==> src/rtl/core/jfb64e_pkg.sv <==
// ----------------------------------------------------------------------------
// jfb64e_pkg
// Types, constants and the base64 alphabet for the framed base64 encoder.
// ----------------------------------------------------------------------------
package jfb64e_pkg;

  localparam int unsigned CHAR_W    = 7;
  localparam int unsigned MAX_CHARS = 4;

  localparam logic [6:0] PAD_CODE = 7'd61;
  localparam logic [7:0] MARK_FF  = 8'hFF;
  localparam logic [7:0] MARK_EOI = 8'hD9;

  // Leftover bit counts that the encoder can hold.
  localparam logic [2:0] LEFT_NONE = 3'd0;
  localparam logic [2:0] LEFT_TWO  = 3'd2;
  localparam logic [2:0] LEFT_FOUR = 3'd4;

  typedef struct packed {
    logic [3:0] leftover_bits;
    logic [2:0] leftover_count;
    logic [1:0] chars_mod_four;
    logic       previous_was_ff;
  } enc_state_t;

  typedef struct packed {
    logic [MAX_CHARS-1:0][CHAR_W-1:0] codes;
    logic [2:0]                       count;
    logic                             frame_end;
  } burst_t;

  // Standard base64 alphabet: A-Z, a-z, 0-9, '+', '/'.
  function automatic logic [6:0] sextet_char(input logic [5:0] v);
    logic [6:0] r;
    if (v < 6'd26) begin
      r = 7'd65 + {1'b0, v};
    end else if (v < 6'd52) begin
      r = 7'd97 + {1'b0, v} - 7'd26;
    end else if (v < 6'd62) begin
      r = 7'd48 + {1'b0, v} - 7'd52;
    end else if (v == 6'd62) begin
      r = 7'd43;
    end else begin
      r = 7'd47;
    end
    return r;
  endfunction

endpackage

==> src/rtl/core/jpeg_frame_base64_encoder_top.sv <==
// ----------------------------------------------------------------------------
// jpeg_frame_base64_encoder_top
// Path: a byte accepted into the input register is expanded combinationally
// and, once the output stage can take it, loaded there as a burst of characters.
// Throughput: one character per cycle while out_ready is high; a byte yields
// one to four characters, sent one at a time by the single output character port.
// Reset clears the encoder state, the input register and the output burst.
// ----------------------------------------------------------------------------
module jpeg_frame_base64_encoder_top (
  input  logic       clk,
  input  logic       rst,
  input  logic       in_valid,
  output logic       in_ready,
  input  logic [7:0] data_byte,
  output logic       out_valid,
  input  logic       out_ready,
  output logic [6:0] char_code,
  output logic       frame_end,
  output logic       item_last
);

  logic [7:0]             byte_q;
  logic                   byte_valid;
  logic                   can_load;
  logic                   load;
  jfb64e_pkg::enc_state_t state;
  jfb64e_pkg::enc_state_t state_next;
  jfb64e_pkg::burst_t     burst;

  assign load     = byte_valid && can_load;
  assign in_ready = !byte_valid || load;

  always_ff @(posedge clk) begin
    if (rst) begin
      byte_valid <= 1'b0;
    end else if (in_ready) begin
      byte_valid <= in_valid;
    end
  end

  always_ff @(posedge clk) begin
    if (in_ready && in_valid) begin
      byte_q <= data_byte;
    end
  end

  always_ff @(posedge clk) begin
    if (rst) begin
      state <= '0;
    end else if (load) begin
      state <= state_next;
    end
  end

  jfb64e_expand u_expand (
    .data_byte (byte_q),
    .cur       (state),
    .nxt       (state_next),
    .burst     (burst)
  );

  jfb64e_serial u_serial (
    .clk       (clk),
    .rst       (rst),
    .load      (load),
    .burst     (burst),
    .can_load  (can_load),
    .out_valid (out_valid),
    .out_ready (out_ready),
    .char_code (char_code),
    .frame_end (frame_end),
    .item_last (item_last)
  );

endmodule

==> src/rtl/core/jfb64e_expand.sv <==
// ----------------------------------------------------------------------------
// jfb64e_expand
// Turns one byte and the encoder state into a burst of up to four characters
// and the next encoder state.
// ----------------------------------------------------------------------------
module jfb64e_expand (
  input  logic [7:0]           data_byte,
  input  jfb64e_pkg::enc_state_t cur,
  output jfb64e_pkg::enc_state_t nxt,
  output jfb64e_pkg::burst_t     burst
);

  logic [5:0] sx0;
  logic [5:0] sx1;
  logic [5:0] flush_sx;
  logic [3:0] lo_bits;
  logic [2:0] lo_count;
  logic [2:0] n_data;
  logic [2:0] n_all;
  logic [1:0] mod_after;
  logic [2:0] pads;
  logic [2:0] total;
  logic       frame_done;
  logic       flush;
  logic [6:0] dchar [3];

  always_comb begin
    sx0      = data_byte[7:2];
    sx1      = 6'd0;
    lo_bits  = {2'b00, data_byte[1:0]};
    lo_count = jfb64e_pkg::LEFT_TWO;
    n_data   = 3'd1;
    case (cur.leftover_count)
      jfb64e_pkg::LEFT_TWO: begin
        sx0      = {cur.leftover_bits[1:0], data_byte[7:4]};
        lo_bits  = data_byte[3:0];
        lo_count = jfb64e_pkg::LEFT_FOUR;
      end
      jfb64e_pkg::LEFT_FOUR: begin
        sx0      = {cur.leftover_bits, data_byte[7:6]};
        sx1      = data_byte[5:0];
        lo_bits  = 4'd0;
        lo_count = jfb64e_pkg::LEFT_NONE;
        n_data   = 3'd2;
      end
      default: begin
      end
    endcase

    if (lo_count == jfb64e_pkg::LEFT_FOUR) begin
      flush_sx = {lo_bits, 2'b00};
    end else begin
      flush_sx = {lo_bits[1:0], 4'b0000};
    end

    frame_done = cur.previous_was_ff && (data_byte == jfb64e_pkg::MARK_EOI);
    flush      = frame_done && (lo_count != jfb64e_pkg::LEFT_NONE);
    n_all      = n_data + {2'b00, flush};
    mod_after  = cur.chars_mod_four + n_all[1:0];

    // Padding brings the frame's character count up to a multiple of four,
    // but never beyond four characters for one byte.
    pads = 3'd0;
    if (frame_done) begin
      pads = {1'b0, 2'd0 - mod_after};
    end
    total = n_all + pads;
    if (total > 3'd4) begin
      total = 3'd4;
    end

    dchar[0] = jfb64e_pkg::sextet_char(sx0);
    dchar[1] = (n_data == 3'd2) ? jfb64e_pkg::sextet_char(sx1)
                                : jfb64e_pkg::sextet_char(flush_sx);
    dchar[2] = jfb64e_pkg::sextet_char(flush_sx);

    for (int i = 0; i < 4; i++) begin
      if (i < 3 && 3'(i) < n_all) begin
        burst.codes[i] = dchar[i];
      end else begin
        burst.codes[i] = jfb64e_pkg::PAD_CODE;
      end
    end
    burst.count     = total;
    burst.frame_end = frame_done;

    if (frame_done) begin
      nxt = '0;
    end else begin
      nxt.leftover_bits   = lo_bits;
      nxt.leftover_count  = lo_count;
      nxt.chars_mod_four  = mod_after;
      nxt.previous_was_ff = (data_byte == jfb64e_pkg::MARK_FF);
    end
  end

endmodule

==> src/rtl/core/jfb64e_serial.sv <==
// ----------------------------------------------------------------------------
// jfb64e_serial
// Holds one burst of characters and hands them out one per cycle while out_ready is high.
// ----------------------------------------------------------------------------
module jfb64e_serial (
  input  logic                clk,
  input  logic                rst,
  input  logic                load,
  input  jfb64e_pkg::burst_t  burst,
  output logic                can_load,
  output logic                out_valid,
  input  logic                out_ready,
  output logic [6:0]          char_code,
  output logic                frame_end,
  output logic                item_last
);

  logic [jfb64e_pkg::MAX_CHARS-1:0][jfb64e_pkg::CHAR_W-1:0] slots;
  logic [2:0] remain;
  logic       frame_flag;
  logic       take;

  assign out_valid = (remain != 3'd0);
  assign take      = out_valid && out_ready;
  assign item_last = (remain == 3'd1);
  assign frame_end = item_last && frame_flag;
  assign char_code = slots[0];
  // A new burst may enter as the last character of the current one leaves.
  assign can_load  = (remain == 3'd0) || (item_last && out_ready);

  always_ff @(posedge clk) begin
    if (rst) begin
      remain <= 3'd0;
    end else if (load) begin
      remain <= burst.count;
    end else if (take) begin
      remain <= remain - 3'd1;
    end
  end

  always_ff @(posedge clk) begin
    if (load) begin
      slots      <= burst.codes;
      frame_flag <= burst.frame_end;
    end else if (take) begin
      slots <= {jfb64e_pkg::PAD_CODE, slots[3:1]};
    end
  end

endmodule
==> config.mk <==
export PLATFORM = sky130hd
export DESIGN_NAME = jpeg_frame_base64_encoder_top
export DESIGN_NICKNAME = d
export VERILOG_FILES = /design/src/rtl/core/jfb64e_pkg.sv /design/src/rtl/core/jpeg_frame_base64_encoder_top.sv /design/src/rtl/core/jfb64e_expand.sv /design/src/rtl/core/jfb64e_serial.sv
export SDC_FILE = /design/constraint.sdc
export NUM_CORES = 1
export LEC_CHECK = 0
export ABC_AREA = 1
export BUFFER_PORTS_ARGS = -buffer_cell sky130_fd_sc_hd__buf_2
export CAP_MARGIN = 20
export CORE_ASPECT_RATIO = 2
export CORE_MARGIN = 2
export CORE_UTILIZATION = 60
export CTS_CLUSTER_SIZE = 14
export DETAILED_ROUTE_END_ITERATION = 8
export PLACE_DENSITY = 0.79
export SETUP_SLACK_MARGIN = 0.02
export SYNTH_ARGS = -nofsm -noshare
export SYNTH_HDL_FRONTEND = slang
export SYNTH_SLANG_ARGS = --single-unit
==> constraint.sdc <==
create_clock -name clk -period 3.55 [get_ports clk]
set_input_delay 0.71 -clock clk [delete_from_list [all_inputs] [get_ports clk]]
set_output_delay 0.71 -clock clk [all_outputs]
set_load 0.05 [all_outputs]
==> results of run 1 <==
layout make-up:
class | instances | area [µm²] | share of cell area (%)
Multi-Input combinational cell | 340 | 1884 | 51.24
Inverter | 72 | 270.3 | 7.349
Timing Repair Buffer | 27 | 147.6 | 4.015
Clock inverter | 1 | 5.005 | 0.1361
Sequential cell | 43 | 1161 | 31.58
Clock buffer | 7 | 132.6 | 3.607
Tap cell | 61 | 76.32 | 2.076
placed cells by master (no fill, tap or decap), types with 2 or more instances in the layout:
| cell | count |
|---|---|
| sky130_fd_sc_hd__clkinv_1 | 2 |
| sky130_fd_sc_hd__clkbuf_1 | 2 |
| sky130_fd_sc_hd__nand2_2 | 10 |
| sky130_fd_sc_hd__nor3_1 | 3 |
| sky130_fd_sc_hd__or2_1 | 3 |
| sky130_fd_sc_hd__buf_2 | 22 |
| sky130_fd_sc_hd__nand3_1 | 44 |
| sky130_fd_sc_hd__inv_1 | 62 |
| sky130_fd_sc_hd__xor2_1 | 3 |
| sky130_fd_sc_hd__buf_4 | 5 |
| sky130_fd_sc_hd__clkbuf_16 | 5 |
| sky130_fd_sc_hd__dfxtp_1 | 13 |
| sky130_fd_sc_hd__a21oi_2 | 3 |
| sky130_fd_sc_hd__o21ai_0 | 13 |
| sky130_fd_sc_hd__nand2_4 | 5 |
| sky130_fd_sc_hd__nand2_1 | 130 |
| sky130_fd_sc_hd__edfxtp_1 | 30 |
| sky130_fd_sc_hd__a21oi_1 | 23 |
| sky130_fd_sc_hd__nor2_2 | 5 |
| sky130_fd_sc_hd__or2_2 | 3 |
| sky130_fd_sc_hd__nand4_1 | 12 |
| sky130_fd_sc_hd__inv_2 | 8 |
| sky130_fd_sc_hd__ha_1 | 24 |
| sky130_fd_sc_hd__nand3_2 | 6 |
| sky130_fd_sc_hd__nor2_1 | 33 |
| sky130_fd_sc_hd__o21ai_1 | 4 |
| sky130_fd_sc_hd__xnor2_1 | 5 |
synthesized netlist by cell type, types with 3 or more instances:
cell type / instances
sky130_fd_sc_hd__a21oi_2: 3
sky130_fd_sc_hd__nand2_1: 130
sky130_fd_sc_hd__o21ai_0: 13
sky130_fd_sc_hd__o21ai_1: 5
sky130_fd_sc_hd__dfxtp_1: 13
sky130_fd_sc_hd__nor2_2: 5
sky130_fd_sc_hd__buf_4: 9
sky130_fd_sc_hd__xnor2_1: 5
sky130_fd_sc_hd__nor3_1: 3
sky130_fd_sc_hd__xor2_1: 3
sky130_fd_sc_hd__buf_2: 5
sky130_fd_sc_hd__edfxtp_1: 30
sky130_fd_sc_hd__nand2_2: 10
sky130_fd_sc_hd__inv_2: 8
sky130_fd_sc_hd__nand4_1: 12
sky130_fd_sc_hd__inv_1: 62
sky130_fd_sc_hd__nand3_1: 44
sky130_fd_sc_hd__or2_2: 3
sky130_fd_sc_hd__a21oi_1: 23
sky130_fd_sc_hd__nand2_4: 5
sky130_fd_sc_hd__nor2_1: 33
sky130_fd_sc_hd__or2_1: 3
sky130_fd_sc_hd__ha_1: 24
sky130_fd_sc_hd__nand3_2: 6
state kept, by name, indices dropped and copies added, names as in the netlist:
name,cells
state,9
byte_q,8
byte_valid,1
u_serial.slots,14
u_serial.char_code,7
u_serial.remain,3
u_serial.frame_flag,1
routing by layer:
layer | GRT usage (%) | share of wire [%] | vias to the layer above
met5 | 0 | 0 | -
met2 | 42.80 | 49 | 76
li1 | - | - | 1550
met1 | 32.22 | 43 | 1341
met4 | 14.11 | 4.4 | 0
met3 | 3.851 | 3.6 | 22
power by group:
group	total, mW	switching, mW	internal, mW	leakage, nW
logic	1.32	0.941	0.377	1.28
clock network	0.437	0.177	0.260	0.0679
registers	0.722	0.0447	0.678	0.354
total	2.48	1.16	1.31	1.70
stage by stage:
step / std cells / setup WS, ps / hold slack [ps] / area [µm²]
CTS: 551 / 356.5 / 470.8 / 3677
finish: 551 / 359.6 / 465.4 / 3677
floorplan: 472 / 318.9 / 440.3 / 3423
global placement: 543 / 511.4 / 451.1 / 3540
global route: 551 / 91.77 / 498.4 / 3677
detailed placement: 543 / 378.6 / 460.2 / 3540
critical path: stages (launching register included):
cell and delay (ps):
sky130_fd_sc_hd__edfxtp_1 480, sky130_fd_sc_hd__nor3_1 210, sky130_fd_sc_hd__nand4_1 160, sky130_fd_sc_hd__nor2_1 210
sky130_fd_sc_hd__ha_1 290, sky130_fd_sc_hd__inv_1 80, sky130_fd_sc_hd__ha_1 150, sky130_fd_sc_hd__xnor2_1 130
sky130_fd_sc_hd__xor2_1 240, sky130_fd_sc_hd__a21oi_1 100, sky130_fd_sc_hd__o21a_1 130, sky130_fd_sc_hd__fa_1 400
sky130_fd_sc_hd__xnor2_1 210, sky130_fd_sc_hd__nor2_1 90, sky130_fd_sc_hd__o211ai_1 100, sky130_fd_sc_hd__a21oi_1 80
final timing paths:
path | endpoint | start
setup reg to reg | u_serial.remain[0] | byte_q[1]
hold / removal | state[8] | state[8]
setup / recovery | u_serial.remain[0] | byte_q[1]
hold reg to reg | state[8] | state[8]
kinds of logic (layout without fill, tap and decap cells):
group | Yosys count | in the layout
and+or+nand+nor | 257 | 257
buffers and inverters | 89 | 107
AOI/OAI and AO/OA | 50 | 50
DFF | 43 | 43
adders and majority gates | 25 | 25
xor gates and xnor gates | 8 | 8
==> results list, run 1 <==
- Result of the run: finished clean
* Top-level I/O count: 23
* Final critical-path required period: 3190 ps
* Dominant cells by area after synthesis: sky130_fd_sc_hd__edfxtp_1, sky130_fd_sc_hd__nand2_1, sky130_fd_sc_hd__ha_1
- Setup repair after global routing missed its margin: no
- Post-CTS repair timing setup buffer count: 0
- STA puts the critical path data arrival time at 3360 ps.
- Total power for the finished layout comes to 2.477 mW.
- For this configuration, the core starts out at a cell density of roughly 61%.
* Critical path data required time: 3720 ps
* Critical-path maximum fanout: 6
- The via count of the first global-routing pass is 2864.
- Via count: 2989
- Setup slack of the most critical reg-to-reg path: 360 ps
* Antenna Nets Post-Route: 0
- Global-route wire length before repair: about 13000 µm
- Compound-Gate Fraction of Synth Area: 8.260%
* Final routed wire length divided by cell count: 13.76 µm
- The min-delay analysis places its worst path in the category register to register.
- Portion of the post-synthesis area used by sequential elements: around a third
- Die W: between 50 and 60 µm
* Endpoints failing setup: 0
- In the final design database the tool counted between 500 and 600 nets.
* Number of cells on the worst hold path: 2
- TritonCTS clock tree: yes
* Clock net sink count: 43
* Final slew viol count: 0
- Summed over its instances, the top area cell type makes up between 20% and 30% of the synthesized netlist area.
- Row generation in the floorplan step produced 39 rows.
- Detailed Place HPWL: between 5000 and 6000 µm
- Largest net degree at the start of global routing: 27
- Number of design-rule violations left by the first detailed-router iteration: between 150 and 200
- Warnings, synthesis: 0
- Cts-stage hold buffer count: 0
* Share of cell area taken by muxes after synthesis: 0%
* Share of the clock period used by the worst path: 89.87%
- In this run the power density over the cells is 673.6 nW/µm².
* Fin. Hold Viols: 0
- Synth Area in Simple Gates: between 30% and 40%
- Counting cells, the worst reg-to-reg path comes to 15.
- Buffer type at the clock tree root: sky130_fd_sc_hd__clkbuf_16
- Share of post-route cells with drive strength above 1: 15.71%
- Setup clock skew after layout: 2.636 ps
- IR analysis of the VDD net gives a maximum drop of 751.2 µV.
- Counting flops with a built-in enable in the synthesized netlist gives 30.
* Pin slew with the least headroom to its limit: 371.0 ps
- Among all flip-flop cells after synthesis, the most frequent one is sky130_fd_sc_hd__edfxtp_1.
- Overflow after GRT: 0
- In this run, synthesis produced a sequential element count of 43.
- For this run, the top clock speed supported by timing is 313.4 MHz.
- After Yosys synthesis, full adders, half adders and majority gates account for 9.357% of the synthesized area.
- The core region is 5612 µm².
* Final wirelength: about 7600 µm
* Number of levels in the clock H-tree: 2
- At the end of the flow the core is filled with cells to approximately two thirds.
- Synthesis produced a netlist whose cell count is 472.
- Final TNS setup: 0 ps
* Detailed-routing iteration count for the pre-antenna-repair pass: 4
- After synthesis, the largest family of logic cells by area is simple AND/OR/NAND/NOR gates.
- STA classifies the critical path endpoint as a register.
* Total inserted antenna cells: 0
* Clock-pin slew of the registers on the worst-case setup and hold paths: roughly 60 ps
- Mapped cell area: 3423 µm²
- Synth async-reset ratio: 0%
- From bottom edge to top edge, the die measures 110.8 µm.
* Area of the die: 6362 µm²
- Port buffer count: 22
- Summed over all instances, the cell type with the most area after synthesis is sky130_fd_sc_hd__edfxtp_1.
- Post-synth net total: roughly 500
- Resized Gates After CTS: 0
- Critical path class: register to register
- Counting the fill cells in the layout gives 538.
- Clock latency of the later-clocked register in the worst-skew pair: 280 ps
* Reported leakage power: 1.700 nW
- The synthesized netlist contains 37 unique library cells.
- Max-cap violations in this run came to 0.
* Post-Synth XOR/XNOR Area: a little over 2%
* Num CTS Buffers: 5
* Synthesis-to-finish area growth: 7.420%
- Mean number of vias per cell: 5.425
- After detailed routing, the number of remaining DRC violations is 0.
- Worst slew margin relative to its limit: about three quarters
* Global routing usage summed across all routing layers: 26.20%
* Synthesized area divided by synthesized cell count: 7.253 µm²
- Number of antenna violations at the first check in global routing: 0
- Crit path launch type: register
* Placer's final routability congestion estimate: between 0.9 and 1
- Number of buffers on the longest clock path: 2
(Power assumes the default switching activity.)
==> run 2, diff against run 1 <==
--- a/config.mk
+++ b/config.mk
@@ -17,4 +17,5 @@
 export SETUP_SLACK_MARGIN = 0.02
 export SYNTH_ARGS = -nofsm -noshare
 export SYNTH_HDL_FRONTEND = slang
+export SYNTH_HIERARCHICAL = 1
 export SYNTH_SLANG_ARGS = --single-unit
==> constraint.sdc (replaced) <==
create_clock -name clk -period 3.8 [get_ports clk]
set_input_delay 0.76 -clock clk [delete_from_list [all_inputs] [get_ports clk]]
set_output_delay 0.76 -clock clk [all_outputs]
set_load 0.05 [all_outputs]
==> run 2 against run 1 <==
  * Critical path type unchanged
  * Largest power group unchanged
  * Wire length is 7.8% higher
  * Synthesized cell count is 18% higher
  * Area after synthesis is 17% higher
  * First-iteration DRC count is 66% higher
  * Clock power is 17% higher
  * Count of clock-buffer cells in the layout is 2 lower
  * Highest routed layer unchanged
==> results list, run 2 <==
- Antenna Nets Post-Route: 0 (unchanged)
- Die W: 61.76 µm (was 57.41 µm)
- Fin cells: 655 (was 551)
- Reported leakage power: 2.131 nW (was 1.700 nW)
- Count of cell types in the netlist: 38 (was 37)
* Global-route wire length before repair: 13600 µm (was 13100 µm)
* Share of post-route cells with drive strength above 1: 12.17% (was 15.71%)
* Final critical-path required period: 3332 ps (was 3190 ps)
* Synthesized area divided by synthesized cell count: 7.186 µm² (was 7.253 µm²)
- The post-cts hold buffer count came to 0 (unchanged).
- Global routing usage summed across all routing layers: 24.02% (was 26.20%)
* F_max: 300.1 MHz (was 313.4 MHz)
* Flip-flop count of the largest register after layout: 21 (was 14)
- Port buffer count: 22 (unchanged)
* Portion of the post-synthesis area used by sequential elements: 34.76% (was 33.92%)
- The worst min-delay path startpoint is u_serial/remain[1] (was state[8]).
- The buffer depth of the longest clock path is 2 (unchanged).
- Endpoints failing setup: 0 (unchanged)
- The max capacitance violation total was 0 (unchanged).
- The net switching power figure came to 1.516 mW (was 1.163 mW).
* Die Ht: 119.5 µm (was 110.8 µm)
- Launching point of the worst reg2reg path: byte_q[0] (was byte_q[1])
- Critical path class: register to register (unchanged)
* Final routed wire length divided by cell count: 12.48 µm (was 13.76 µm)
* Critical path data required time: 4030 ps (was 3720 ps)
* Dominant cells by area after synthesis: sky130_fd_sc_hd__edfxtp_1, sky130_fd_sc_hd__nand2_1, sky130_fd_sc_hd__dfxtp_1 (was sky130_fd_sc_hd__edfxtp_1, sky130_fd_sc_hd__nand2_1, sky130_fd_sc_hd__ha_1)
- Cell internal power dissipation: 1.677 mW (was 1.315 mW)
* GR Layer Usage met2: 39.93% (was 42.80%)
- The number of synthesized flops with an enable pin is 37 (was 30).
* TritonCTS clock tree: yes (unchanged)
- The switching portion of total power is 47.48% (was 46.93%).
- The clock latency on the worst-skew pair is 290 ps (was 280 ps).
* Routing layer with the top usage in global route: met2 (unchanged)
* Total inserted antenna cells: 0 (unchanged)
* Resized Gates After CTS: 0 (unchanged)
* Register bit count reported by yosys: 51 (was 43)
- The library cell occupying the most area in the post-synthesis netlist is sky130_fd_sc_hd__edfxtp_1 (unchanged).
* Largest net degree at the start of global routing: 32 (was 27)
* Detailed Place HPWL: 6115 µm (was 5926 µm)
- Final slew viol count: 0 (unchanged)
- The last weighted congestion value of the routability-driven placer came to 0.9744 (was 0.9022).
- The final design utilization came to 64.65% (was 65.53%).
- Pin slew with the least headroom to its limit: 758.9 ps (was 371.0 ps)
- The relative slew slack was 49.41% (was 75.27%).
- The final setup slack of the worst path was 467.6 ps (was 359.6 ps).
- The final cycle utilization of the critical path came to 87.69% (was 89.87%).
* Setup clock skew after layout: 7.168 ps (was 2.636 ps)
* Portion of total power attributed to sequential cells: 30.6% (was 29.2%)
- The most flop-heavy register was u_serial/slots (was u_serial.slots).
- Cell area power density: 758.0 nW/µm² (was 673.6 nW/µm²)
- The standard cell core area came to 6516 µm² (was 5612 µm²).
- The number of clock sinks is 51 (was 43).
- Number of cells on the worst hold path: 2 (unchanged)
- Result of the run: finished clean (unchanged)
- The category of the worst setup path launch point was a register (unchanged).
- The cell total after placement was 647 (was 543).
- The number of primary I/O pins was 23 (unchanged).
* Via count: 3344 (was 2989)
* Endpoint, Worst Hold: u_serial/remain[1] (was state[8])
- The number of rows created at floorplan was 42 (was 39).
- Num CTS Buffers: 5 (unchanged)
- Setup repair after global routing missed its margin: no (unchanged)
- Met1 track demand over resource in global routing: 29.80% (was 32.22%)
- Arrival time at the worst endpoint: 3560 ps (was 3360 ps)
- Most instantiated cells after synthesis: sky130_fd_sc_hd__nand2_1, sky130_fd_sc_hd__inv_1, sky130_fd_sc_hd__nor2_1 (was sky130_fd_sc_hd__nand2_1, sky130_fd_sc_hd__inv_1, sky130_fd_sc_hd__nand3_1).
- The layout overhead on the synthesized area was 5.252% (was 7.420%).
- Number of cell instances on the worst register-to-register path: 17 (was 15)
- The number of design rule violations left after detail routing came to 0 (unchanged).
- The initial DRC count is 268 (was 161).
- Mapped Cells: 557 (was 472)
- The number of buffers added for setup after CTS was 0 (unchanged).
* Crit end category: register (unchanged)
* Mean number of vias per cell: 5.105 (was 5.425)
* Final TNS setup: 0 ps (unchanged)
- The worst-case register-to-register setup slack came to 470 ps (was 360 ps).
* Endpoint of the worst-slack reg-to-reg timing path: u_serial/remain[1] (was u_serial.remain[0])
- Regs by FF count: u_serial/slots x21, state x10, byte_q x8 (was u_serial.slots x14, state x9, byte_q x8)
- IR drop worst, VDD: 583.2 µV (was 751.2 µV)
- The most frequent standard cell in the layout excluding fill and tap cells is sky130_fd_sc_hd__nand2_1 (unchanged).
* Mapped cell area: 4003 µm² (was 3423 µm²)
- Synth async-reset ratio: 0% (unchanged)
* Fin. Hold Viols: 0 (unchanged)
* Min-delay worst type: register to register (unchanged)
- Via count of the first global-routing pass: 3067 (was 2864)
- Number of levels in the clock H-tree: 2 (unchanged)
* Warnings, synthesis: 6 (was 0)
- Count of nets after finishing: 596 (was 526)
- The area of the die was 7380 µm² (was 6362 µm²).
* Top FF cell, synth: sky130_fd_sc_hd__edfxtp_1 (unchanged)
- The initial cell density of the core came to 61.42% (was 61.00%).
* Detailed-routing iteration count for the pre-antenna-repair pass: 5 (was 4)
- The clock transition time at the flip-flop clock pins of the worst setup and hold paths was 70 ps (was 60 ps).
* Buffer type at the clock tree root: sky130_fd_sc_hd__clkbuf_16 (unchanged)
* Proportion of power drawn by the clock network: 16.0% (was 17.6%)
* Worst slack after detailed placement: 478.7 ps (was 378.6 ps)
* Met3 demand-to-capacity share in global routing: 3.125% (was 3.851%)
- Part of the power in combinational logic: 53.4% (was 53.2%)
* Final wirelength: 8174 µm (was 7583 µm)
- The initial antenna violation count came to 0 (unchanged).
* Critical-path maximum fanout: 7 (was 6)
- Fraction of post-synthesis cell area in the top cell type by area: 27.76% (was 26.32%)
- The final global-route overflow total is 0 (unchanged).
* Top-count cell post-synth: sky130_fd_sc_hd__nand2_1 (unchanged)
- Commonest cells after routing, fill and taps aside: sky130_fd_sc_hd__nand2_1, sky130_fd_sc_hd__inv_1, sky130_fd_sc_hd__nor2_1 (was sky130_fd_sc_hd__nand2_1, sky130_fd_sc_hd__inv_1, sky130_fd_sc_hd__nand3_1)
==> run 2: layer usage <==
| metal | wire length, µm | up-vias |
|---|---|---|
| li1 | - | 1747 |
| met1 | 3412 | 1474 |
| met2 | 4165 | 99 |
| met3 | 299 | 24 |
| met4 | 297 | 0 |
| met5 | 0 | - |
==> run 2: cell type report <==
type	instances	area [µm²]
Fill cell	600	2303
Tap cell	88	110.1
Inverter	80	300.3
Multi-Input combinational cell	405	2122
Sequential cell	51	1391
Clock buffer	5	125.1
Timing Repair Buffer	23	117.6
Clock inverter	3	46.29
==> run 2: power groups by stage <==
stage	clock network, mW	logic (mW)	registers, mW
after floorplan	0	1.45	0.964
after global placement	0	1.67	0.981
after detailed placement	0	1.69	0.987
after CTS	0.520	1.71	0.977
after global routing	0.542	1.90	1.00
final	0.512	1.71	0.976
==> run 2: cell families (layout without fill, tap and decap cells) <==
logic type | count (synthesis) | after routing | synth area share [%]
AND/OR/NAND/NOR | 338 | 338 | 39.76
buffers and inverters | 107 | 111 | 12.78
flip-flops | 51 | 51 | 34.76
AO/OA/AOI/OAI | 32 | 32 | 4.720
adder cells (fa/ha/maj) | 18 | 18 | 5.814
XOR/XNOR | 9 | 9 | 1.969
other | 2 | 8 | 0.1876
==> run 2: worst max path at each step <==
| stage | startpoint | endpoint | slack, ps | cells after the start |
|---|---|---|---|---|
| 2_1_floorplan | byte_q[0] | u_serial/remain[1] | 870 | 17 |
| 3_3_place_gp | state[4] | u_serial/remain[1] | 660 | 17 |
| 3_5_place_dp | byte_q[0] | u_serial/remain[1] | 480 | 17 |
| 4_1_cts | byte_q[0] | u_serial/remain[1] | 470 | 17 |
| 5_1_grt | byte_q[0] | u_serial/remain[1] | 130 | 17 |
| 6_report | byte_q[0] | u_serial/remain[1] | 470 | 17 |
==> run 2: stage by stage <==
| step | instance area (µm²) | total power, mW | hold slack, ps |
|---|---|---|---|
| 2_1_floorplan | 4025 | 2.417 | 454.9 |
| 3_3_place_gp | 4041 | 2.648 | 478.6 |
| 3_5_place_dp | 4041 | 2.679 | 482.1 |
| 4_1_cts | 4213 | 3.202 | 498.0 |
| 5_1_grt | 4213 | 3.442 | 528.5 |
| 6_report | 4213 | 3.193 | 495.7 |
==> run 2: critical path: stages, from the launching register on <==
cell,delay (ps)
sky130_fd_sc_hd__edfxtp_1,420
sky130_fd_sc_hd__inv_1,140
sky130_fd_sc_hd__nor4_1,230
sky130_fd_sc_hd__nand3_1,270
sky130_fd_sc_hd__nor2_1,270
sky130_fd_sc_hd__ha_1,280
sky130_fd_sc_hd__inv_1,90
sky130_fd_sc_hd__ha_1,170
sky130_fd_sc_hd__xnor2_1,180
sky130_fd_sc_hd__xor2_1,190
sky130_fd_sc_hd__nor2_1,80
sky130_fd_sc_hd__fa_1,510
sky130_fd_sc_hd__inv_1,40
sky130_fd_sc_hd__nor2_1,80
sky130_fd_sc_hd__nand2_1,60
sky130_fd_sc_hd__o21ai_1,80
sky130_fd_sc_hd__nand2_1,60
sky130_fd_sc_hd__a21oi_1,120
==> run 3, diff against run 2 <==
--- a/config.mk
+++ b/config.mk
@@ -5,10 +5,8 @@
 export SDC_FILE = /design/constraint.sdc
 export NUM_CORES = 1
 export LEC_CHECK = 0
-export ABC_AREA = 1
 export BUFFER_PORTS_ARGS = -buffer_cell sky130_fd_sc_hd__buf_2
 export CAP_MARGIN = 20
-export CORE_ASPECT_RATIO = 2
 export CORE_MARGIN = 2
 export CORE_UTILIZATION = 60
 export CTS_CLUSTER_SIZE = 14
==> run 3 against run 2 <==
  * Global-route usage is 1.1 points lower
  * Register-to-register slack got worse by 140 ps
  * Largest power group unchanged
  * Clock power fell by 40%
  * Final cell count fell by 24%
  * Critical path type unchanged
  * Worst hold slack better by 43 ps
==> results list, run 3 <==
- The pin slew with the least headroom to its limit is 722.8 ps (was 758.9 ps).
- Setup clock skew after layout: 7.368 ps (was 7.168 ps)
- The cell area after synthesis was 3916 µm² (was 4003 µm²).
- The number of diodes came to 0 (unchanged).
- Global-route wire length before repair: 13350 µm (was 13600 µm)
* Final TNS setup: 0 ps (unchanged)
- The initial antenna violation count came to 0 (unchanged).
- The number of rows created at floorplan was 29 (was 42).
- The number of register bits inferred by synthesis came to 51 (unchanged).
- Setup repair after global routing missed its margin: no (unchanged)
- Fin cells: 497 (was 655)
* Global routing usage summed across all routing layers: 22.87% (was 24.02%)
- Clock latency of the later-clocked register in the worst-skew pair: 300 ps (was 290 ps)
- F_max: 288.1 MHz (was 300.1 MHz)
- The HPWL after detailed placement is 5762 µm (was 6115 µm).
- The number of flip-flops under the largest register name is 21 (unchanged).
- Final wirelength: 7944 µm (was 8174 µm)
- Arrival time at the worst endpoint: 3670 ps (was 3560 ps)
- The post-layout net count was 449 (was 596).
- The final cycle utilization of the critical path came to 91.35% (was 87.69%).
- Fin. Hold Viols: 0 (unchanged)
- Number of levels in the clock H-tree: 2 (unchanged)
- Cell type with the highest aggregate area in the netlist: sky130_fd_sc_hd__edfxtp_1 (unchanged)
* Buffer type at the clock tree root: sky130_fd_sc_hd__clkbuf_8 (was sky130_fd_sc_hd__clkbuf_16)
- Via count: 2993 (was 3344)
- The category of the worst setup path launch point is a register (unchanged).
* Cell family contributing the most delay on the critical path: simple AND/OR/NAND/NOR gates (unchanged)
- The setup violation total in the final timing report was 0 (unchanged).
- Antenna Nets Post-Route: 0 (unchanged)
- Overflow after GRT: 0 (unchanged)
- The critical setup path kind is register to register (unchanged).
- The standard cell core area came to 6314 µm² (was 6516 µm²).
* Post-synth EDFFs: 37 (unchanged)
- Crit-path cells: nor4b_1 > nand3_1 > nor2_1 > ha_1 > inv_1 > ha_1 > xor2_1 > xor2_1 > nor2_1 > fa_1 > a21oi_1 > inv_1 > a2111oi_2 (was inv_1 > nor4_1 > nand3_1 > nor2_1 > ha_1 > inv_1 > ha_1 > xnor2_1 > xor2_1 > nor2_1 > fa_1 > inv_1 > nor2_1 > nand2_1 > o21ai_1 > nand2_1 > a21oi_1)
- The die extent in y is 84.79 µm (was 119.5 µm).
- Final slew viol count: 0 (unchanged)
- The via count of the first global-routing pass is 2784 (was 3067).
- The final design utilization is 64.09% (was 64.65%).
- The number of buffers added for setup after CTS was 0 (unchanged).
- Top-count cell post-synth: sky130_fd_sc_hd__edfxtp_1 (was sky130_fd_sc_hd__nand2_1)
- Reported leakage power: 1.587 nW (was 2.131 nW)
* Warnings, synthesis: 6 (unchanged)
- Share of post-route cells with drive strength above 1: 21.67% (was 12.17%)
- The last weighted congestion value of the routability-driven placer is 0.9340 (was 0.9744).
- Fraction of post-synthesis cell area in the top cell type by area: 28.37% (was 27.76%)
- The area of the die was 7189 µm² (was 7380 µm²).
- The category of the worst setup path capture point was a register (unchanged).
- Starting density of the core: 62.03% (was 61.42%)
- Number of remaining DRC errors: 0 (unchanged)
* Critical path data required time: 4000 ps (was 4030 ps)
- Cts-stage hold buffer count: 0 (unchanged)
- CP peak stage delay: 430 ps (was 510 ps)
- Dominant cells by area after synthesis: sky130_fd_sc_hd__edfxtp_1, sky130_fd_sc_hd__dfxtp_1, sky130_fd_sc_hd__mux2_2 (was sky130_fd_sc_hd__edfxtp_1, sky130_fd_sc_hd__nand2_1, sky130_fd_sc_hd__dfxtp_1).
* Detailed-routing iteration count for the pre-antenna-repair pass: 5 (unchanged)
- Mean number of vias per cell: 6.022 (was 5.105)
- Min-delay worst type: register to register (unchanged)
- Critical-path maximum fanout: 6 (was 7)
* Commonest cells after routing, fill and taps aside: sky130_fd_sc_hd__edfxtp_1, sky130_fd_sc_hd__nand2_1, sky130_fd_sc_hd__mux2_2 (was sky130_fd_sc_hd__nand2_1, sky130_fd_sc_hd__inv_1, sky130_fd_sc_hd__nor2_1)
- The CTS tree was yes (unchanged).
* Most common library cell in the layout ignoring fill and taps: sky130_fd_sc_hd__edfxtp_1 (was sky130_fd_sc_hd__nand2_1)
* Clock net sink count: 51 (unchanged)
* Placed cell count: 489 (was 647)
- Regs by FF count: u_serial/slots x21, state x10, byte_q x8 (unchanged)
- Most instantiated cells after synthesis: sky130_fd_sc_hd__edfxtp_1, sky130_fd_sc_hd__nand2_1, sky130_fd_sc_hd__mux2_2 (was sky130_fd_sc_hd__nand2_1, sky130_fd_sc_hd__inv_1, sky130_fd_sc_hd__nor2_1)
- The most flop-heavy register is u_serial/slots (unchanged).
- The time the final worst path needs with I/O delays and setup came to 3471 ps (was 3332 ps).
- The sequential share of the synthesized area came to 35.53% (was 34.76%).
- Synth async-reset ratio: 0% (unchanged)
- The pin count of the biggest net entering global routing was 37 (was 32).
- The wire length per cell after detailed routing is 15.98 µm (was 12.48 µm).
- The clock transition time at the flip-flop clock pins of the worst setup and hold paths is 90 ps (was 70 ps).
- Cell area power density: 562.4 nW/µm² (was 758.0 nW/µm²)
- Top FF cell, synth: sky130_fd_sc_hd__edfxtp_1 (unchanged)
- Cell with the largest stage delay on the worst path: sky130_fd_sc_hd__nor4b_1 (was sky130_fd_sc_hd__fa_1)
- Number of buffers on the longest clock path: 2 (unchanged)
- The relative slew slack was 51.75% (was 49.41%).
* Number of design-rule violations left by the first detailed-router iteration: 169 (was 268)
- The per-instance average area after synthesis came to 9.414 µm² (was 7.186 µm²).
* Top-level I/O count: 23 (unchanged)
* Resized Gates After CTS: 0 (unchanged)
- The number of buffers added on ports came to 22 (unchanged).
- Reported max-cap violation count: 0 (unchanged)
- Synthesis-to-finish area growth: 3.323% (was 5.252%)
- Mapped Cells: 416 (was 557)
- The count of buffering cells on the critical path with inverters included came to 2 (was 3).
* Num CTS Buffers: 5 (unchanged)
* IR drop worst, VDD: 476.6 µV (was 583.2 µV)
* Count of cell types in the netlist: 75 (was 38)
- The die span in x came to 84.79 µm (was 61.76 µm).
- Result of the run: finished clean (unchanged)
[run 3: report_power, final]
group | switching (mW) | total [mW] | leakage, nW | internal (mW)
clock | 0.178 | 0.307 | 0.0460 | 0.129
sequential | 0.0552 | 0.831 | 0.449 | 0.776
combinational | 0.725 | 1.14 | 1.09 | 0.413
[run 3: worst min-delay path: stages (launching register included)]
cell and delay [ps]:
sky130_fd_sc_hd__dfxtp_1 350, sky130_fd_sc_hd__a21oi_1 60, sky130_fd_sc_hd__o22ai_2 90
[run 3: kinds of logic (layout without fill, tap and decap cells)]
family,Yosys count,count (layout),synth area share (%)
DFF,51,51,35.53
adders and majority gates,18,18,5.942
buffers and inverters,70,68,9.808
muxes,28,28,7.923
and+or+nand+nor,136,136,18.59
AOI/OAI and AO/OA,104,104,20.45
xor gates and xnor gates,7,7,1.566
other,2,8,0.1918
[run 3: worst paths after layout]
path | start | to | slack [ps] | cells past startpoint
max | byte_q[5] | u_serial/remain[0] | 330 | 13
min | u_serial/remain[1] | u_serial/remain[1] | 540 | 2
max reg2reg | byte_q[5] | u_serial/remain[0] | 330 | 13
min reg2reg | u_serial/remain[1] | u_serial/remain[1] | 540 | 2
[run 3: layout make-up]
cell class | instances | area [µm²]
Sequential cell | 51 | 1391
Timing Repair Buffer | 37 | 222.7
Tap cell | 77 | 96.34
Clock buffer | 5 | 68.82
Fill cell | 520 | 2267
Multi-Input combinational cell | 301 | 2163
Clock inverter | 3 | 17.52
Inverter | 23 | 86.33
[run 3: layer usage]
layer | GRT usage, % | vias up | share of wire, %
met1 | 30.49 | 1387 | 44
met4 | 5.339 | 0 | 0.86
met2 | 40.01 | 99 | 50
li1 | - | 1501 | -
met3 | 2.557 | 6 | 4.3
met5 | 0 | - | 0
[run 3: per-stage QoR]
stage          instance area [µm²]  setup slack, ps  power (mW)  hold slack (ps)
6_report                      4046            328.7       2.276            538.6
5_1_grt                       4046            167.6       2.420            558.9
4_1_cts                       4046            336.9       2.284            537.0
3_5_place_dp                  3960            355.8       1.974            508.2
3_3_place_gp                  3960            528.4       1.940            503.7
2_1_floorplan                 3939            434.3       1.812            478.1
